**config.mk**
```make
export PLATFORM = sky130hd
export DESIGN_NAME = ffpa_cell
export DESIGN_NICKNAME = d
export VERILOG_FILES = /design/src/design/first_fit_page_allocator_unit_macros.svh /design/src/design/ffpa_pkg.sv /design/src/design/ffpa_cell.sv
export SDC_FILE = /design/constraint.sdc
export NUM_CORES = 1
export LEC_CHECK = 0
export BUFFER_PORTS_ARGS = -buffer_cell sky130_fd_sc_hd__buf_2
export CAP_MARGIN = 15
export CORE_AREA = 2 2 156 158
export CTS_BUF_LIST = sky130_fd_sc_hd__clkbuf_8
export DETAILED_ROUTE_END_ITERATION = 7
export DIE_AREA = 0 0 158 160
export PLACE_DENSITY_LB_ADDON = 0.08
export SYNTH_ARGS = -nofsm -noshare
export SYNTH_HDL_FRONTEND = slang
export SYNTH_SLANG_ARGS = --single-unit
```
**constraint.sdc**
```tcl
create_clock -name clk -period 10.9 [get_ports clk]
set_clock_uncertainty 0.05 [all_clocks]
set_input_delay 2.18 -clock clk [delete_from_list [all_inputs] [get_ports clk]]
set_output_delay 2.18 -clock clk [all_outputs]
set_load 0.01 [all_outputs]
```
**src/design/first_fit_page_allocator_unit_macros.svh**
```systemverilog
// Assertion helpers for the page allocator
`ifndef FIRST_FIT_PAGE_ALLOCATOR_UNIT_MACROS_SVH
`define FIRST_FIT_PAGE_ALLOCATOR_UNIT_MACROS_SVH

// checked outside reset
`define FFPA_ASSERT(lbl, prop, msg) \
  lbl: assert property (@(posedge clk) disable iff (rst) prop) else $error(msg);

// checked on every edge, reset included
`define FFPA_ASSERT_RST(lbl, prop, msg) \
  lbl: assert property (@(posedge clk) prop) else $error(msg);

`endif

```
**src/design/ffpa_pkg.sv**
```systemverilog
package ffpa_pkg;

  localparam int START_W = 13;
  localparam int SIZE_W  = 14;
  localparam int STAT_W  = 2;
  localparam int FREE_W  = 6;

  localparam logic [SIZE_W-1:0] SIZE_LIMIT = 14'h3FFF;

  localparam logic CMD_ALLOC = 1'b0;
  localparam logic CMD_FREE  = 1'b1;

  localparam logic [STAT_W-1:0] ST_OK    = 2'd0;
  localparam logic [STAT_W-1:0] ST_NOFIT = 2'd1;
  localparam logic [STAT_W-1:0] ST_FULL  = 2'd2;

  typedef enum logic [2:0] {
    OP_NONE,
    OP_TRIM,
    OP_DEL,
    OP_MERGE_BOTH,
    OP_MERGE_LO,
    OP_MERGE_HI,
    OP_INSERT
  } op_t;

  typedef enum logic [1:0] {
    S_IDLE,
    S_SCAN,
    S_APPLY,
    S_POST
  } state_t;

  typedef struct packed {
    op_t               op;
    logic              cmd;
    logic [START_W-1:0] base;
    logic [SIZE_W-1:0]  count;
  } ffpa_ctl_t;

  typedef struct packed {
    logic               stop;
    logic               hit;
    logic               empty;
    logic               lo;
    logic               hi;
    logic [START_W-1:0] start;
  } ffpa_rep_t;

  function automatic logic [SIZE_W-1:0] sat_add(input logic [SIZE_W-1:0] a,
                                                input logic [SIZE_W-1:0] b);
    logic [SIZE_W:0] s;
    s = {1'b0, a} + {1'b0, b};
    return (s > {1'b0, SIZE_LIMIT}) ? SIZE_LIMIT : s[SIZE_W-1:0];
  endfunction

endpackage

```
**src/design/ffpa_cell.sv**
```systemverilog
module ffpa_cell import ffpa_pkg::*; #(
  parameter int MAX_EXTENTS = 32,
  parameter int IDX = 0,
  parameter logic [SIZE_W-1:0] RESET_SIZE = 14'h2000,
  localparam int IW = $clog2(MAX_EXTENTS + 1)
) (
  input  logic               clk,
  input  logic               rst,
  input  ffpa_ctl_t          ctl,
  input  logic [IW-1:0]      pos,
  input  logic [IW-1:0]      used,
  input  logic               tok_in,
  input  logic               lo_in,
  output logic               tok_out,
  output logic               lo_out,
  input  logic [START_W-1:0] left_start,
  input  logic [SIZE_W-1:0]  left_size,
  input  logic [START_W-1:0] right_start,
  input  logic [SIZE_W-1:0]  right_size,
  output logic [START_W-1:0] ext_start,
  output logic [SIZE_W-1:0]  ext_size,
  output ffpa_rep_t          rep
);

  localparam logic [IW-1:0] MY   = IW'(IDX);
  localparam logic [IW-1:0] NEXT = IW'(IDX + 1);

  logic               tok;
  logic               occ;
  logic               fits;
  logic               stop;
  logic [START_W+1:0] ext_end;
  logic [START_W+1:0] req_end;
  logic               ld;
  logic [START_W-1:0] ext_start_next;
  logic [SIZE_W-1:0]  ext_size_next;
  logic               me;
  logic               next_me;
  logic               above;
  logic               at_above;

  always_ff @(posedge clk) begin
    if (rst) begin
      tok <= 1'b0;
    end else begin
      tok <= tok_in;
    end
  end

  always_comb begin
    occ     = MY < used;
    fits    = ext_size >= ctl.count;
    ext_end = {2'b00, ext_start} + {1'b0, ext_size};
    req_end = {2'b00, ctl.base} + {1'b0, ctl.count};
    if (ctl.cmd == CMD_ALLOC) begin
      stop = tok && (!occ || fits);
    end else begin
      stop = tok && (!occ || (ext_start > ctl.base));
    end
    tok_out = tok && !stop;
    lo_out  = occ && (ext_end == {2'b00, ctl.base});
    rep     = '0;
    if (stop) begin
      rep.stop  = 1'b1;
      rep.hit   = occ && fits;
      rep.empty = ext_size == ctl.count;
      rep.lo    = lo_in;
      rep.hi    = occ && ({2'b00, ext_start} == req_end);
      rep.start = ext_start;
    end
  end

  always_comb begin
    me             = pos == MY;
    next_me        = pos == NEXT;
    above          = MY > pos;
    at_above       = MY >= pos;
    ld             = 1'b0;
    ext_start_next = ext_start;
    ext_size_next  = ext_size;
    case (ctl.op)
      OP_TRIM: begin
        if (me) begin
          ld             = 1'b1;
          ext_start_next = ext_start + ctl.count[START_W-1:0];
          ext_size_next  = ext_size - ctl.count;
        end
      end
      OP_DEL: begin
        if (at_above) begin
          ld             = 1'b1;
          ext_start_next = right_start;
          ext_size_next  = right_size;
        end
      end
      OP_MERGE_BOTH: begin
        if (next_me) begin
          ld            = 1'b1;
          ext_size_next = sat_add(sat_add(ext_size, ctl.count), right_size);
        end else if (at_above) begin
          ld             = 1'b1;
          ext_start_next = right_start;
          ext_size_next  = right_size;
        end
      end
      OP_MERGE_LO: begin
        if (next_me) begin
          ld            = 1'b1;
          ext_size_next = sat_add(ext_size, ctl.count);
        end
      end
      OP_MERGE_HI: begin
        if (me) begin
          ld             = 1'b1;
          ext_start_next = ctl.base;
          ext_size_next  = sat_add(ext_size, ctl.count);
        end
      end
      OP_INSERT: begin
        if (me) begin
          ld             = 1'b1;
          ext_start_next = ctl.base;
          ext_size_next  = ctl.count;
        end else if (above) begin
          ld             = 1'b1;
          ext_start_next = left_start;
          ext_size_next  = left_size;
        end
      end
      default: begin
        ld = 1'b0;
      end
    endcase
  end

  always_ff @(posedge clk) begin
    if (rst && (IDX == 0)) begin
      ext_start <= '0;
      ext_size  <= RESET_SIZE;
    end else if (ld) begin
      ext_start <= ext_start_next;
      ext_size  <= ext_size_next;
    end
  end

endmodule

```
== Yosys cells after proc, flatten, opt, wreduce, memory -nomap -nowiden ==
Index checks and enable logic that the tools add are counted.
Word-level totals
  output and inout port bits: 47
  RAM bits: 0
  bits in latches: 0
  input bits: 101
  memories: 0
  register bits: 28
  memory bits (read-only): 0
  word-level logic and storage cells: 73
Operators by class
  bitwise logic cells: 0
  $mul: 0
  magnitude comparators: 7
  shifts and indexed selects: 0
  equality and inequality tests: 15
  divide/modulo/power cells: 0
  add/sub/neg operators: 6
  reductions and logical operators: 16
  multiplexer cells: 26
Operators with widths (count)
  $mux W14: 9
  $pmux W14 S6: 1
  $mux W13: 6
  $pmux W13 S5: 1
  $add A13 B14 Y15: 2
  $add A14 B14 Y15: 2
  $gt A15 B14 Y1 const B: 2
  $mux W18: 1
  $eq A13 B15 Y1: 1
  $eq A15 B13 Y1: 1
  $eq A14 B14 Y1: 1
  $ge A14 B14 Y1: 1
  $sub A14 B14 Y14: 1
  $add A13 B13 Y13: 1
  $gt A13 B13 Y1: 1
  $reduce_and A6 Y1: 2
  $eq A3 B3 Y1 const B: 3
  $ne A2 B2 Y1 const B: 4
  $mux W1: 7
  $eq A3 B2 Y1 const B: 2
  $eq A6 B1 Y1 const B: 1
  $ge A1 B6 Y1 const A: 1
  $gt A1 B6 Y1 const A: 1
  $logic_and A1 B1 Y1: 6
  10 further kinds: 12

== Longest topological paths before layout ==
  depth after elaboration: 8
  depth in mapped cells: 21

== Least setup slack after synthesis ==
No wires, ideal clock.
  kind: in2out
  start: input port ctl[7] (netlist name)
  end: output port rep[17] (netlist name)
  arrival: 4.431 ns
  path buffers: 3
  required time: 8.670 ns
  slack: 4.239 ns
  cell stages on the path: 12
  path through: inv_1 > ha_1 > clkbuf_1 > nand2_1 > o21ai_0 > or3_1 > o221ai_1 > a211oi_1 > o311ai_4 > clkbuf_1 > inv_1 > buf_4
RTL lines
  start, declared: line ffpa_cell.sv:9  | input ffpa_ctl_t ctl,
  end, declared: line ffpa_cell.sv:22  | output ffpa_rep_t rep

==> flow_metrics.py <==
metrics = {
    "critical_path": {
        "r2r_start": "ext_size[2]$_SDFFE_PP0P_",
        "end_kind": "output port",
        "critPathTopFamily": "compound AO/OA/AOI/OAI gates",
        "crit_end": "rep[13]",
        "r2r_cells": 17,
        "cp_num_buf_inv": 3,
        "cp_common_cell": "buf_2",
        "slowest_delay_ps": 790,
        "critical_path_class": "in -> out",
        "start_kind": "input pin",
        "critPathSlowestCell": "o311ai_4",
        "crit_chain": "buf_2, inv_1, ha_1, nor2b_1, o21ai_0, a21oi_1, o221ai_1, a211oi_1, o311ai_4, and4bb_1, buf_2",
        "r2r_end": "ext_size[4]$_SDFFE_PP0P_",
        "worst-path-stages": 11,
        "cp_max_fo": 18,
        "r2r_slack_ps": 5380,
        "worstPathRequired_ps": 8670,
        "crit_arrival_ps": 5240,
        "cp-startpoint": "ctl[2]",
    },
    "routing": {
        "avgRoutedWirePerCell_um": 19.72,
        "dr_total_vias": 7772,
        "drt_first_iter_violations": 488,
        "drc": 0,
        "antenna_left": 0,
        "wl_mm": 28.49,
        "via_per_inst": 5.379,
        "drt_first_pass_iters": 5,
    },
    "clock_network": {
        "clkLatencyLatePin_ps": 320,
        "cts_root_buffer": "clkbuf_8",
        "clk_path_buf_depth": 2,
        "post_cts_resized": 0,
        "cts_max_level": 1,
        "cts_tree": "done",
        "hold_buffers": 0,
        "cts_buffers": 3,
        "cts_num_sinks": 28,
        "postCtsSetupRepairBufs": 0,
        "clk_pin_slew_ps": 140,
    },
    "pwr": {
        "p_comb_frac": 0.560,
        "clock_power_share": 0.182,
        "swShare": 0.4655,
        "ir_drop_uv": 36.57,
        "p_int_uw": 220.0,
        "p_switching_uw": 191.7,
        "pwr_density_cell_mw_per_mm2": 51.22,
        "power_leakage_uw": 0.003702,
        "p_seq_frac": 0.258,
    },
    "synthesis": {
        "synth_xor_area_frac": 0.1038,
        "synthTopCellsByArea": "ha_1 17%, dfxtp_1 8.0%, xnor2_1 7.3%",
        "yosys.area_share.adder": 0.1869,
        "synth_compound_area_frac": 0.3171,
        "synth.distinct_cells": 73,
        "syn_avg_cell_area_sq_um": 6.899,
        "synth_top_area_frac": 0.1697,
        "yosys-mux-area-fraction": 0.02323,
        "async_reset_ff_frac": 0,
        "synth.largest_area_cell": "ha_1",
        "synth-edff-count": 0,
        "yosys.area_share.simple": 0.2223,
        "yosysWarnings": 0,
        "netlist_top_cells_count": "118 x nand2_1, 95 x ha_1, 90 x nor2_1",
        "synth_area_sq_mm": 0.007003,
        "synth_nets": 1217,
        "ys_ff_latch": 28,
        "synth_top_family_by_area": "compound AO/OA/AOI/OAI gates",
        "synth.most_common_cell": "nand2_1",
        "yosysSeqAreaShare": 0.08004,
        "synthCells": 1015,
        "synthFlopType": "dfxtp_1",
    },
    "place": {
        "place_congestion": 0.8376,
        "placed_area_sq_mm": 0.007996,
        "dp_hpwl_mm": 22.83,
        "numPortBuffers": 142,
        "place_inst": 1442,
    },
    "global_routing": {
        "grt_usage": 0.2225,
        "antenna_found_initial": 0,
        "grt_overflow": 0,
        "grt_max_degree": 40,
        "grt_pass1_wl_mm": 43.60,
        "grt_pass1_vias": 7713,
    },
    "die": {
        "core_area_sq_mm": 0.02382,
        "dieArea_sq_mm": 0.02528,
        "io_pins": 148,
        "die_h_um": 160,
        "start_util": 0.2940,
        "die-width_um": 158,
        "rows": 57,
    },
    "sta": {
        "fin_tns_setup_ps": 0,
        "hold_viol": 0,
        "relSlewSlack": 0.3713,
        "period_needed_ps": 7467,
        "drv_slew": 0,
        "worst_pin_slew_ps": 943.1,
        "period_share": 0.6850,
        "rsz0062_at_grt": "no",
        "clock.fmax_mhz": 133.9,
        "setup_violations": 0,
    },
    "cells_and_area": {
        "stdcell_count": 1445,
        "drive_above_1_share": 0.1561,
        "fin_nets": 1325,
        "final_cell_area_sq_mm": 0.008038,
        "antenna_cells": 0,
        "areaGrowthSynthToFinish_pct": 14.78,
    },
    "flow_run": {
        "drv_cap": 0,
    },
    "min_path": {
        "hold_class": "reg -> reg",
    },
    "status": {
        "status": "finished clean",
    },
}
[placed cells by master, fill, tap and decap left out, types with 18 or more instances in the layout]
cell      instances
o21ai_0          66
inv_1            71
nand2_1         118
xor2_1           25
buf_2           142
xnor2_1          58
ha_1             95
a21oi_1          89
a21o_1           22
nor2b_1          18
nor2_1           90
a211oi_1         27
dfxtp_1          28
nor3_1           20
nand3_1          21
[flip-flops by register name (all words and copies together), names as in the netlist]
signal and flops:
ext_size 14, ext_start 13, tok 1
[worst min-delay path by stage]
stage	start	end	cells past startpoint
final	ext_size[0]$_SDFFE_PP0P_	ext_size[0]$_SDFFE_PP0P_	2
after global routing	ext_size[0]$_SDFFE_PP0P_	ext_size[0]$_SDFFE_PP0P_	2
after CTS	ext_size[0]$_SDFFE_PP0P_	ext_size[0]$_SDFFE_PP0P_	2
after detailed placement	ext_size[0]$_SDFFE_PP0P_	ext_size[0]$_SDFFE_PP0P_	2
after global placement	ext_size[0]$_SDFFE_PP0P_	ext_size[0]$_SDFFE_PP0P_	2
after floorplan	ext_size[0]$_SDFFE_PP0P_	ext_size[0]$_SDFFE_PP0P_	2
[cells by family (layout without fill, tap and decap cells)]
group                    Yosys count  in the layout
AO/OA/AOI/OAI                    332            332
multiplexers                      16             16
flip-flops                        28             28
XOR/XNOR                          83             83
buffers and inverters            120            226
AND/OR/NAND/NOR                  335            335
adder cells (fa/ha/maj)          101            101
[stage by stage]
step	setup slack [ps]	util	hold slack, ps	total power, uW
6_report	3433	0.3374	549.5	411.7
5_1_grt	3153	0.3374	584.6	439.4
4_1_cts	3365	0.3374	545.8	415.2
3_5_place_dp	3371	0.3357	527.1	337.5
3_3_place_gp	3372	0.3357	533.1	337.6
2_1_floorplan	4239	-	484.5	259.9
[tightest hold or removal path, cell delays in order, from the launching register on]
cell and delay, ps:
dfxtp_1 410, nand2_1 90, a21oi_1 60
[power groups by stage]
| stage | Sequential, uW | Clock [uW] | Combinational [uW] |
|---|---|---|---|
| CTS | 106 | 78.8 | 230 |
| global placement | 109 | 0 | 229 |
| detailed placement | 109 | 0 | 229 |
| finish | 106 | 74.9 | 231 |
| global route | 107 | 77.7 | 255 |
| floorplan | 108 | 0 | 152 |
[final cells by class]
cell class | count | area [sq um]
Inverter | 72 | 270.3
Clock buffer | 3 | 41.29
Timing Repair Buffer | 151 | 778.2
Sequential cell | 28 | 560.5
Multi-Input combinational cell | 867 | 5982
Fill cell | 2718 | 15780
Tap cell | 324 | 405.4
[per-layer routing]
metal / vias up / GRT usage / routed length (um)
met5: - / 0 / 0
met4: 0 / 0.05078 / 540
met3: 25 / 0.01303 / 1040
met2: 180 / 0.3806 / 13450
met1: 3668 / 0.3058 / 13460
li1: 3899 / - / -
No activity file was read; power rests on OpenSTA's default activity.
