`src/design/first_fit_page_allocator_unit_macros.svh`:
```
// Assertion helpers for the page allocator
`ifndef FIRST_FIT_PAGE_ALLOCATOR_UNIT_MACROS_SVH
`define FIRST_FIT_PAGE_ALLOCATOR_UNIT_MACROS_SVH

// checked outside reset
`define FFPA_ASSERT(lbl, prop, msg) \
  lbl: assert property (@(posedge clk) disable iff (rst) prop) else $error(msg);

// checked on every edge, reset included
`define FFPA_ASSERT_RST(lbl, prop, msg) \
  lbl: assert property (@(posedge clk) prop) else $error(msg);

`endif

```
`src/design/ffpa_pkg.sv`:
```
package ffpa_pkg;

  localparam int START_W = 13;
  localparam int SIZE_W  = 14;
  localparam int STAT_W  = 2;
  localparam int FREE_W  = 6;

  localparam logic [SIZE_W-1:0] SIZE_LIMIT = 14'h3FFF;

  localparam logic CMD_ALLOC = 1'b0;
  localparam logic CMD_FREE  = 1'b1;

  localparam logic [STAT_W-1:0] ST_OK    = 2'd0;
  localparam logic [STAT_W-1:0] ST_NOFIT = 2'd1;
  localparam logic [STAT_W-1:0] ST_FULL  = 2'd2;

  typedef enum logic [2:0] {
    OP_NONE,
    OP_TRIM,
    OP_DEL,
    OP_MERGE_BOTH,
    OP_MERGE_LO,
    OP_MERGE_HI,
    OP_INSERT
  } op_t;

  typedef enum logic [1:0] {
    S_IDLE,
    S_SCAN,
    S_APPLY,
    S_POST
  } state_t;

  typedef struct packed {
    op_t               op;
    logic              cmd;
    logic [START_W-1:0] base;
    logic [SIZE_W-1:0]  count;
  } ffpa_ctl_t;

  typedef struct packed {
    logic               stop;
    logic               hit;
    logic               empty;
    logic               lo;
    logic               hi;
    logic [START_W-1:0] start;
  } ffpa_rep_t;

  function automatic logic [SIZE_W-1:0] sat_add(input logic [SIZE_W-1:0] a,
                                                input logic [SIZE_W-1:0] b);
    logic [SIZE_W:0] s;
    s = {1'b0, a} + {1'b0, b};
    return (s > {1'b0, SIZE_LIMIT}) ? SIZE_LIMIT : s[SIZE_W-1:0];
  endfunction

endpackage

```
`src/design/ffpa_ctrl.sv`:
```
`include "first_fit_page_allocator_unit_macros.svh"

module ffpa_ctrl import ffpa_pkg::*; #(
  parameter int MAX_EXTENTS = 32,
  localparam int IW = $clog2(MAX_EXTENTS + 1)
) (
  input  logic               clk,
  input  logic               rst,
  input  logic               in_valid,
  output logic               in_stall,
  input  logic               cmd,
  input  logic [START_W-1:0] base,
  input  logic [SIZE_W-1:0]  count,
  output logic               out_valid,
  input  logic               out_stall,
  output logic [STAT_W-1:0]  status,
  output logic [START_W-1:0] start_page,
  output logic [FREE_W-1:0]  free_extents,
  output ffpa_ctl_t          ctl,
  output logic [IW-1:0]      pos,
  output logic [IW-1:0]      used,
  output logic               launch,
  input  ffpa_rep_t          rep,
  input  logic               end_tok,
  input  logic               end_lo
);

  state_t             state;
  state_t             state_next;
  logic               req_cmd;
  logic [START_W-1:0] req_base;
  logic [SIZE_W-1:0]  req_count;
  logic [IW-1:0]      scan_idx;
  op_t                op_q;
  logic [STAT_W-1:0]  res_status;
  logic [START_W-1:0] res_start;
  logic               scan_done;
  logic               out_load;
  op_t                dec_op;
  logic [STAT_W-1:0]  dec_status;
  logic [START_W-1:0] dec_start;
  logic               lo;
  logic               hi;

  assign scan_done = rep.stop || end_tok;
  assign out_load  = (state == S_POST) && (!out_valid || !out_stall);

  always_comb begin
    lo         = rep.stop ? rep.lo : end_lo;
    hi         = rep.stop && rep.hi;
    dec_op     = OP_NONE;
    dec_status = ST_NOFIT;
    dec_start  = '0;
    if (req_count != '0) begin
      if (req_cmd == CMD_ALLOC) begin
        if (rep.stop && rep.hit) begin
          dec_op     = rep.empty ? OP_DEL : OP_TRIM;
          dec_status = ST_OK;
          dec_start  = rep.start;
        end
      end else if (lo && hi) begin
        dec_op     = OP_MERGE_BOTH;
        dec_status = ST_OK;
      end else if (lo) begin
        dec_op     = OP_MERGE_LO;
        dec_status = ST_OK;
      end else if (hi) begin
        dec_op     = OP_MERGE_HI;
        dec_status = ST_OK;
      end else if (used >= IW'(MAX_EXTENTS)) begin
        dec_status = ST_FULL;
      end else begin
        dec_op     = OP_INSERT;
        dec_status = ST_OK;
      end
    end
  end

  always_comb begin
    state_next = state;
    case (state)
      S_IDLE:  if (in_valid) state_next = S_SCAN;
      S_SCAN:  if (scan_done) state_next = S_APPLY;
      S_APPLY: state_next = S_POST;
      S_POST:  if (out_load) state_next = S_IDLE;
      default: state_next = S_IDLE;
    endcase
  end

  always_comb begin
    in_stall  = state != S_IDLE;
    launch    = (state == S_IDLE) && in_valid;
    ctl.op    = (state == S_APPLY) ? op_q : OP_NONE;
    ctl.cmd   = req_cmd;
    ctl.base  = req_base;
    ctl.count = req_count;
  end

  always_ff @(posedge clk) begin
    if (rst) begin
      state     <= S_IDLE;
      used      <= IW'(1);
      op_q      <= OP_NONE;
      out_valid <= 1'b0;
    end else begin
      state <= state_next;
      if (state == S_SCAN && scan_done) begin
        op_q <= dec_op;
      end
      if (state == S_APPLY) begin
        case (op_q)
          OP_DEL, OP_MERGE_BOTH: used <= used - 1'b1;
          OP_INSERT:             used <= used + 1'b1;
          default:               used <= used;
        endcase
      end
      if (out_load) begin
        out_valid <= 1'b1;
      end else if (!out_stall) begin
        out_valid <= 1'b0;
      end
    end
  end

  always_ff @(posedge clk) begin
    if (launch) begin
      req_cmd   <= cmd;
      req_base  <= base;
      req_count <= count;
      scan_idx  <= '0;
    end else if (state == S_SCAN && !scan_done) begin
      scan_idx <= scan_idx + 1'b1;
    end
    if (state == S_SCAN && scan_done) begin
      pos        <= rep.stop ? scan_idx : IW'(MAX_EXTENTS);
      res_status <= dec_status;
      res_start  <= dec_start;
    end
    if (out_load) begin
      status       <= res_status;
      start_page   <= res_start;
      free_extents <= FREE_W'(used);
    end
  end

  `FFPA_ASSERT_RST(a_reset_state, rst |=> used == IW'(1) && state == S_IDLE && !out_valid, "bad reset")
  `FFPA_ASSERT(a_used_max, used <= IW'(MAX_EXTENTS), "extent count over table size")
  `FFPA_ASSERT(a_insert_grows, state == S_APPLY && op_q == OP_INSERT |=> used == $past(used) + 1'b1, "insert did not grow table")
  `FFPA_ASSERT(a_scan_walk, state == S_SCAN && !scan_done |=> state == S_SCAN && scan_idx == $past(scan_idx) + 1'b1, "scan lost token")

endmodule

```
`config.mk`:
```
export PLATFORM = sky130hd
export DESIGN_NAME = ffpa_ctrl
export DESIGN_NICKNAME = d
export VERILOG_FILES = /design/src/design/ffpa_pkg.sv /design/src/design/ffpa_ctrl.sv
export VERILOG_INCLUDE_DIRS = /design/src /design/src/design
export SDC_FILE = /design/constraint.sdc
export NUM_CORES = 1
export LEC_CHECK = 0
export ABC_AREA = 1
export BUFFER_PORTS_ARGS = -buffer_cell sky130_fd_sc_hd__buf_2
export CORE_AREA = 3 3 93 95
export DETAILED_ROUTE_END_ITERATION = 10
export DIE_AREA = 0 0 96 98
export GPL_TIMING_DRIVEN = 1
export PLACE_DENSITY = 0.74
export SLEW_MARGIN = 0
export SYNTH_ARGS = -nofsm -noshare
export SYNTH_HDL_FRONTEND = slang
export SYNTH_SLANG_ARGS = --single-unit
export TNS_END_PERCENT = 20
```
`constraint.sdc`:
```
create_clock -name clk -period 2 [get_ports clk]
set_clock_uncertainty 0.1 [all_clocks]
set_input_delay 0.6 -clock clk [delete_from_list [all_inputs] [get_ports clk]]
set_output_delay 0.6 -clock clk [all_outputs]
set_load 0.05 [all_outputs]
```
* After elaboration in Yosys (flattened, before gate mapping)
Cells that the tools add are included.
** Storage, ports and cells
- Logic and storage cells :: 73
- Register bits after elaboration :: 88
- Input port bits :: 52
** Operators by class
- $lt $le $gt $ge :: 1
- Multiplexer cells :: 23
- Eq/ne operators :: 10
- Add/sub/neg operators :: 3
- Bitwise logic cells :: 2
- Reduce and logical (&&, ||, !) cells :: 20
** Operators with widths (count)
- $mux W3 :: 7
- $mux W2 :: 10
- $reduce_bool A14 Y1 :: 1
- $add A6 B1 Y6 const B :: 2
- $pmux W6 S2 :: 1
- $pmux W2 S4 :: 1
- $logic_and A1 B1 Y1 :: 7
- $eq A3 B2 Y1 const B :: 2
- $ge A6 B6 Y1 const B :: 1
- $ne A2 B2 Y1 const B :: 3
- $sub A6 B1 Y6 const B :: 1
- $eq A2 B2 Y1 const B :: 2
- $mux W1 :: 4
- $reduce_bool A2 Y1 :: 2
- $eq A3 B3 Y1 const B :: 1
- $logic_not A1 Y1 :: 3
- $reduce_and A3 Y1 :: 1
- $reduce_or A3 Y1 :: 1
- $eq A2 B1 Y1 const B :: 1
- $logic_not A2 Y1 :: 1
- $logic_or A1 B1 Y1 :: 2
- $ne A2 B1 Y1 const B :: 1
- $not A1 Y1 :: 2
- $reduce_and A2 Y1 :: 1
- $reduce_or A2 Y1 :: 1

* Logic depth before layout (Yosys ltp)
- Depth in word-level cells :: 7
- Depth in mapped cells :: 12

* Worst setup path after synthesis
No wires, ideal clock.
- Kind :: input to output
- Start :: input in_valid
- End :: output launch
- Cell stages on the path :: 2
- Arrival :: 1.562 ns
- Setup slack :: -0.262 ns
- Data required time :: 1.300 ns
- Path through :: nand2_1 inv_1
** Between the ends
- Longest elaborated chain between the ends :: 1
** RTL lines
- start, declared :: line ffpa_ctrl.sv:9 : input logic in_valid,
- $logic_and A1 B1 Y1 :: line ffpa_ctrl.sv:92 : launch = (state == S_IDLE) && in_valid;
- end, declared :: line ffpa_ctrl.sv:22 : output logic launch,
Every way passes these cells.

==> reports/summary.log <==
qor: cts.number_of_buffers_between_clock_root_and_the_deepest_sink 2
qor: drt.routed_wire_length_per_instance 13.6 um
qor: drt.drt-vias-per-instance 4.62
qor: setup_path.crit_path_end_kind primary output
qor: cts.cts.reportedPaths.clkPinSlew 90 ps
qor: setup_path.crit_chain buf_4, ha_4, nand2_2, inv_2, buf_6
qor: global_routing.grt_residual_overflow 0
qor: die.fp.coreArea 7810 sq um
qor: cts.worst_skew_pair_latency 350 ps
qor: yosys.synthesis.nets 353
qor: cells_and_area.layout.core_utilization 58.8%
qor: yosys.post_synthesis_sequential_element_count 88
qor: min_path.hold-path-endpoint start_page[1]
qor: die.floorplan.rows 32
qor: cells_and_area.ratio_of_cells_with_drive_above_1_in_the_final_layout 38.2%
qor: pwr.max-vdd-ir-drop 0.763 mV
qor: cts.cts-hold-fix-buffers 0
qor: global_routing.initial_antenna_violation_count 0
qor: timing.rsz_0062_raised_after_global_routing yes
qor: yosys.synthesis.area 3510 sq um
qor: yosys.syn_inst 290
qor: cts.tritoncts.num_buffers 9
qor: global_routing.global_route.usage.total 16.0%
qor: placed_design.place.detailed.hpwl 5.23 mm
qor: setup_path.ff2ff_setup_slack 240 ps
qor: timing.finalHoldViolCount 0
qor: timing.maxSlewViolCount 0
qor: cts.htreeDepth 3
qor: setup_path.critical_path_launch_point_type flop
qor: setup_path.cp_num_buf_inv 3
qor: global_routing.grt_max_degree 34
qor: setup_path.worst_path_max_delay_cell dfxtp_2
qor: global_routing.first_global_vias 2480
qor: die.chipHeight 98 um
qor: setup_path.worst-endpoint-arrival 1280 ps
qor: drt.drcViolationCount 0
qor: flow_run.maxCapViolCount 0
qor: pwr.power_per_cell_area 1290 nW/um^2
qor: global_routing.first_pass_grt_wire_length 11.4 mm
qor: drt.detailroute.via_count 2455
qor: setup_path.worst_ep_required_time 1300 ps
qor: timing.maxClockFrequency 0.506 GHz
qor: setup_path.worstRegToRegCells 11
qor: cts.cts_root_buf clkbuf_8
qor: setup_path.timing_worst_setup_path_type flop to primary output
qor: yosys.synthDominantAreaCellType edfxtp_1
qor: status.run_status finished clean
qor: timing.worst-slew-pin-transition 410 ps
qor: setup_path.path_delay_family flip-flops
qor: drt.totalWireLength 7.20 mm
qor: cts.tritoncts built
qor: drt.drt_iter0_drcs 110
qor: timing.setup_viol 0
qor: yosys.synthDominantCellAreaShare 59.9%
qor: yosys.synth_top_cells_by_area edfxtp_1, dfxtp_1, nand2_1
qor: timing.slew-limit-headroom 72.7%
qor: placed_design.portBuffers 118
qor: drt.final_antenna_net_count 0
qor: min_path.startpoint_of_the_tightest_hold_check_path res_start[1]
qor: timing.min_period_over_period 98.9%
qor: die.floorplan.initialDensity 45.0%
qor: yosys.avgSynthCellArea 12.1 sq um
qor: cells_and_area.syn2layout_area_growth 30.7%
qor: cells_and_area.n_antenna_cell 0
qor: die.floorplan.die.width 96 um
qor: placed_design.place.gp.congestion 0.891
qor: setup_path.crit_path_max_fanout 4
qor: cts.clock_sink_count 88
qor: setup_path.r2r-start op_q[1]
qor: pwr.p_leak 2.11 nW
qor: setup_path.critPathMaxStageDelay 330 ps
qor: min_path.hp-class flop to flop
qor: setup_path.reg2reg_to used[5]
qor: die.die_area 9410 sq um
qor: drt.drt_pass1_iterations 5
qor: yosys.synth.yosys.seq_area_share 70.2%
qor: die.pin_count 119
qor: yosys.ys.warnings.count 0
qor: min_path.holdPathStages 0
qor: pwr.finalPower 0.00593 W
qor: cells_and_area.final_net_count 487
qor: yosys.ys_types 32
qor: timing.timing.final.crit_period 1980 ps
==> what timing repair did <==
action	CTS	global route
cloned	0	0
pin swaps	2	3
resized for setup	17	8
buffers inserted	2	0
setup endpoints to repair	5	7
==> cell families after synthesis <==
family | after synthesis | synth area share, %
AND/OR/NAND/NOR | 109 | 14.3
flip-flops | 88 | 70.2
XOR/XNOR | 3 | 0.749
adder cells (fa/ha/maj) | 11 | 4.14
AO/OA/AOI/OAI | 28 | 4.71
buffers and inverters | 51 | 5.99
==> state kept, by name (all words and copies together), names as in the netlist <==
name,count
status,2
req_cmd,1
req_base,13
res_status,2
scan_idx,6
req_count,14
start_page,13
pos,6
free_extents,6
res_start,13
op_q,3
out_valid,1
state,2
used,6
==> Yosys cell counts <==
| master | count |
|---|---|
| xnor2_1 | 1 |
| o21ai_0 | 10 |
| nor3_4 | 1 |
| nor2_2 | 1 |
| nor2_4 | 1 |
| inv_1 | 48 |
| nor3_1 | 3 |
| nor2_1 | 34 |
| ha_1 | 10 |
| edfxtp_1 | 70 |
| buf_6 | 2 |
| or2_2 | 1 |
| nand4_1 | 2 |
| nand3_1 | 9 |
| o21a_1 | 1 |
| a21oi_4 | 1 |
| buf_4 | 1 |
| o221ai_1 | 1 |
| nand3b_1 | 1 |
| o21ai_1 | 1 |
| dfxtp_1 | 18 |
| nor3b_1 | 1 |
| fa_1 | 1 |
| nand2_1 | 50 |
| a311oi_1 | 1 |
| and3_1 | 1 |
| nor2_8 | 1 |
| xor2_1 | 2 |
| a21oi_1 | 12 |
| nand3_2 | 2 |
| nand2_4 | 1 |
| a31o_2 | 1 |
==> worst reg2reg max path: stages, from the launching register on <==
cell     delay (ps)
dfxtp_1         440
nand3_4         150
ha_1            360
nand2_1         110
inv_1            60
nand2_1          60
nand2_1          40
nor2_1          100
nand2_1          60
nand2_1          50
nand2_1          40
a21oi_1         120
==> area by class of cell <==
| type | count | area [sq um] |
|---|---|---|
| well taps | 102 | 128 |
| inverters | 48 | 186 |
| clock inverters | 7 | 103 |
| flip-flops and latches | 88 | 2460 |
| multi-input cells | 151 | 887 |
| clock buffers | 9 | 124 |
| repair buffers | 126 | 694 |
| fillers | 657 | 3220 |
==> power breakdown <==
| part | switching (W) | leakage (nW) | internal (W) | total [W] |
|---|---|---|---|---|
| logic | 0.00148 | 1.19 | 0.000496 | 0.00198 |
| clock network | 0.000643 | 0.116 | 0.000721 | 0.00136 |
| registers | 0.000143 | 0.801 | 0.00245 | 0.00259 |
| total | 0.00227 | 2.11 | 0.00366 | 0.00593 |
==> worst max path at each step <==
stage | cells after the start | endpoint | slack, ps | from
global route | 5 | ctl[29] | -40 | state[1]
finish | 5 | ctl[29] | 20 | state[1]
floorplan | 4 | launch | -9 | state[0]
CTS | 5 | ctl[29] | 1 | state[1]
global placement | 4 | launch | 150 | in_valid
detailed placement | 11 | used[5] | 150 | op_q[1]
==> metal layers <==
| metal | track usage (%) | up-vias | routed length, um | share of wire, % |
|---|---|---|---|---|
| li1 | - | 1230 | - | - |
| met1 | 17.7 | 1149 | 2870 | 40 |
| met3 | 3.24 | 11 | 353 | 4.9 |
| met5 | 0 | - | 0 | 0 |
| met2 | 27.7 | 65 | 3830 | 53 |
| met4 | 9.63 | 0 | 146 | 2.0 |
==> cell usage in the layout, fill, tap and decap left out, types with 2 or more instances in the layout <==
| cell | count |
|---|---|
| a21oi_1 | 12 |
| buf_2 | 113 |
| buf_4 | 7 |
| buf_6 | 3 |
| bufinv_16 | 2 |
| clkbuf_8 | 9 |
| dfxtp_1 | 16 |
| dfxtp_2 | 2 |
| edfxtp_1 | 70 |
| ha_1 | 8 |
| ha_4 | 2 |
| inv_1 | 44 |
| inv_2 | 2 |
| inv_6 | 2 |
| nand2_1 | 48 |
| nand2_4 | 2 |
| nand3_1 | 8 |
| nand3_2 | 2 |
| nand4_1 | 2 |
| nor2_1 | 33 |
| nor2_2 | 2 |
| nor3_1 | 3 |
| o21ai_0 | 10 |
| xor2_1 | 2 |
==> per-stage QoR <==
| step | cell area (sq um) | setup TNS [ps] | worst slack (ps) | cells | hold WS (ps) |
|---|---|---|---|---|---|
| 2_1_floorplan | 3520 | -8.68 | -8.68 | 290 | 300 |
| 3_3_place_gp | 4260 | 0 | 148 | 513 | 300 |
| 3_5_place_dp | 4260 | 0 | 147 | 513 | 305 |
| 4_1_cts | 4560 | 0 | 1.45 | 531 | 298 |
| 5_1_grt | 4590 | -94.9 | -40.4 | 531 | 285 |
| 6_report | 4590 | 0 | 21.9 | 531 | 319 |
(Power assumes the default switching activity.)
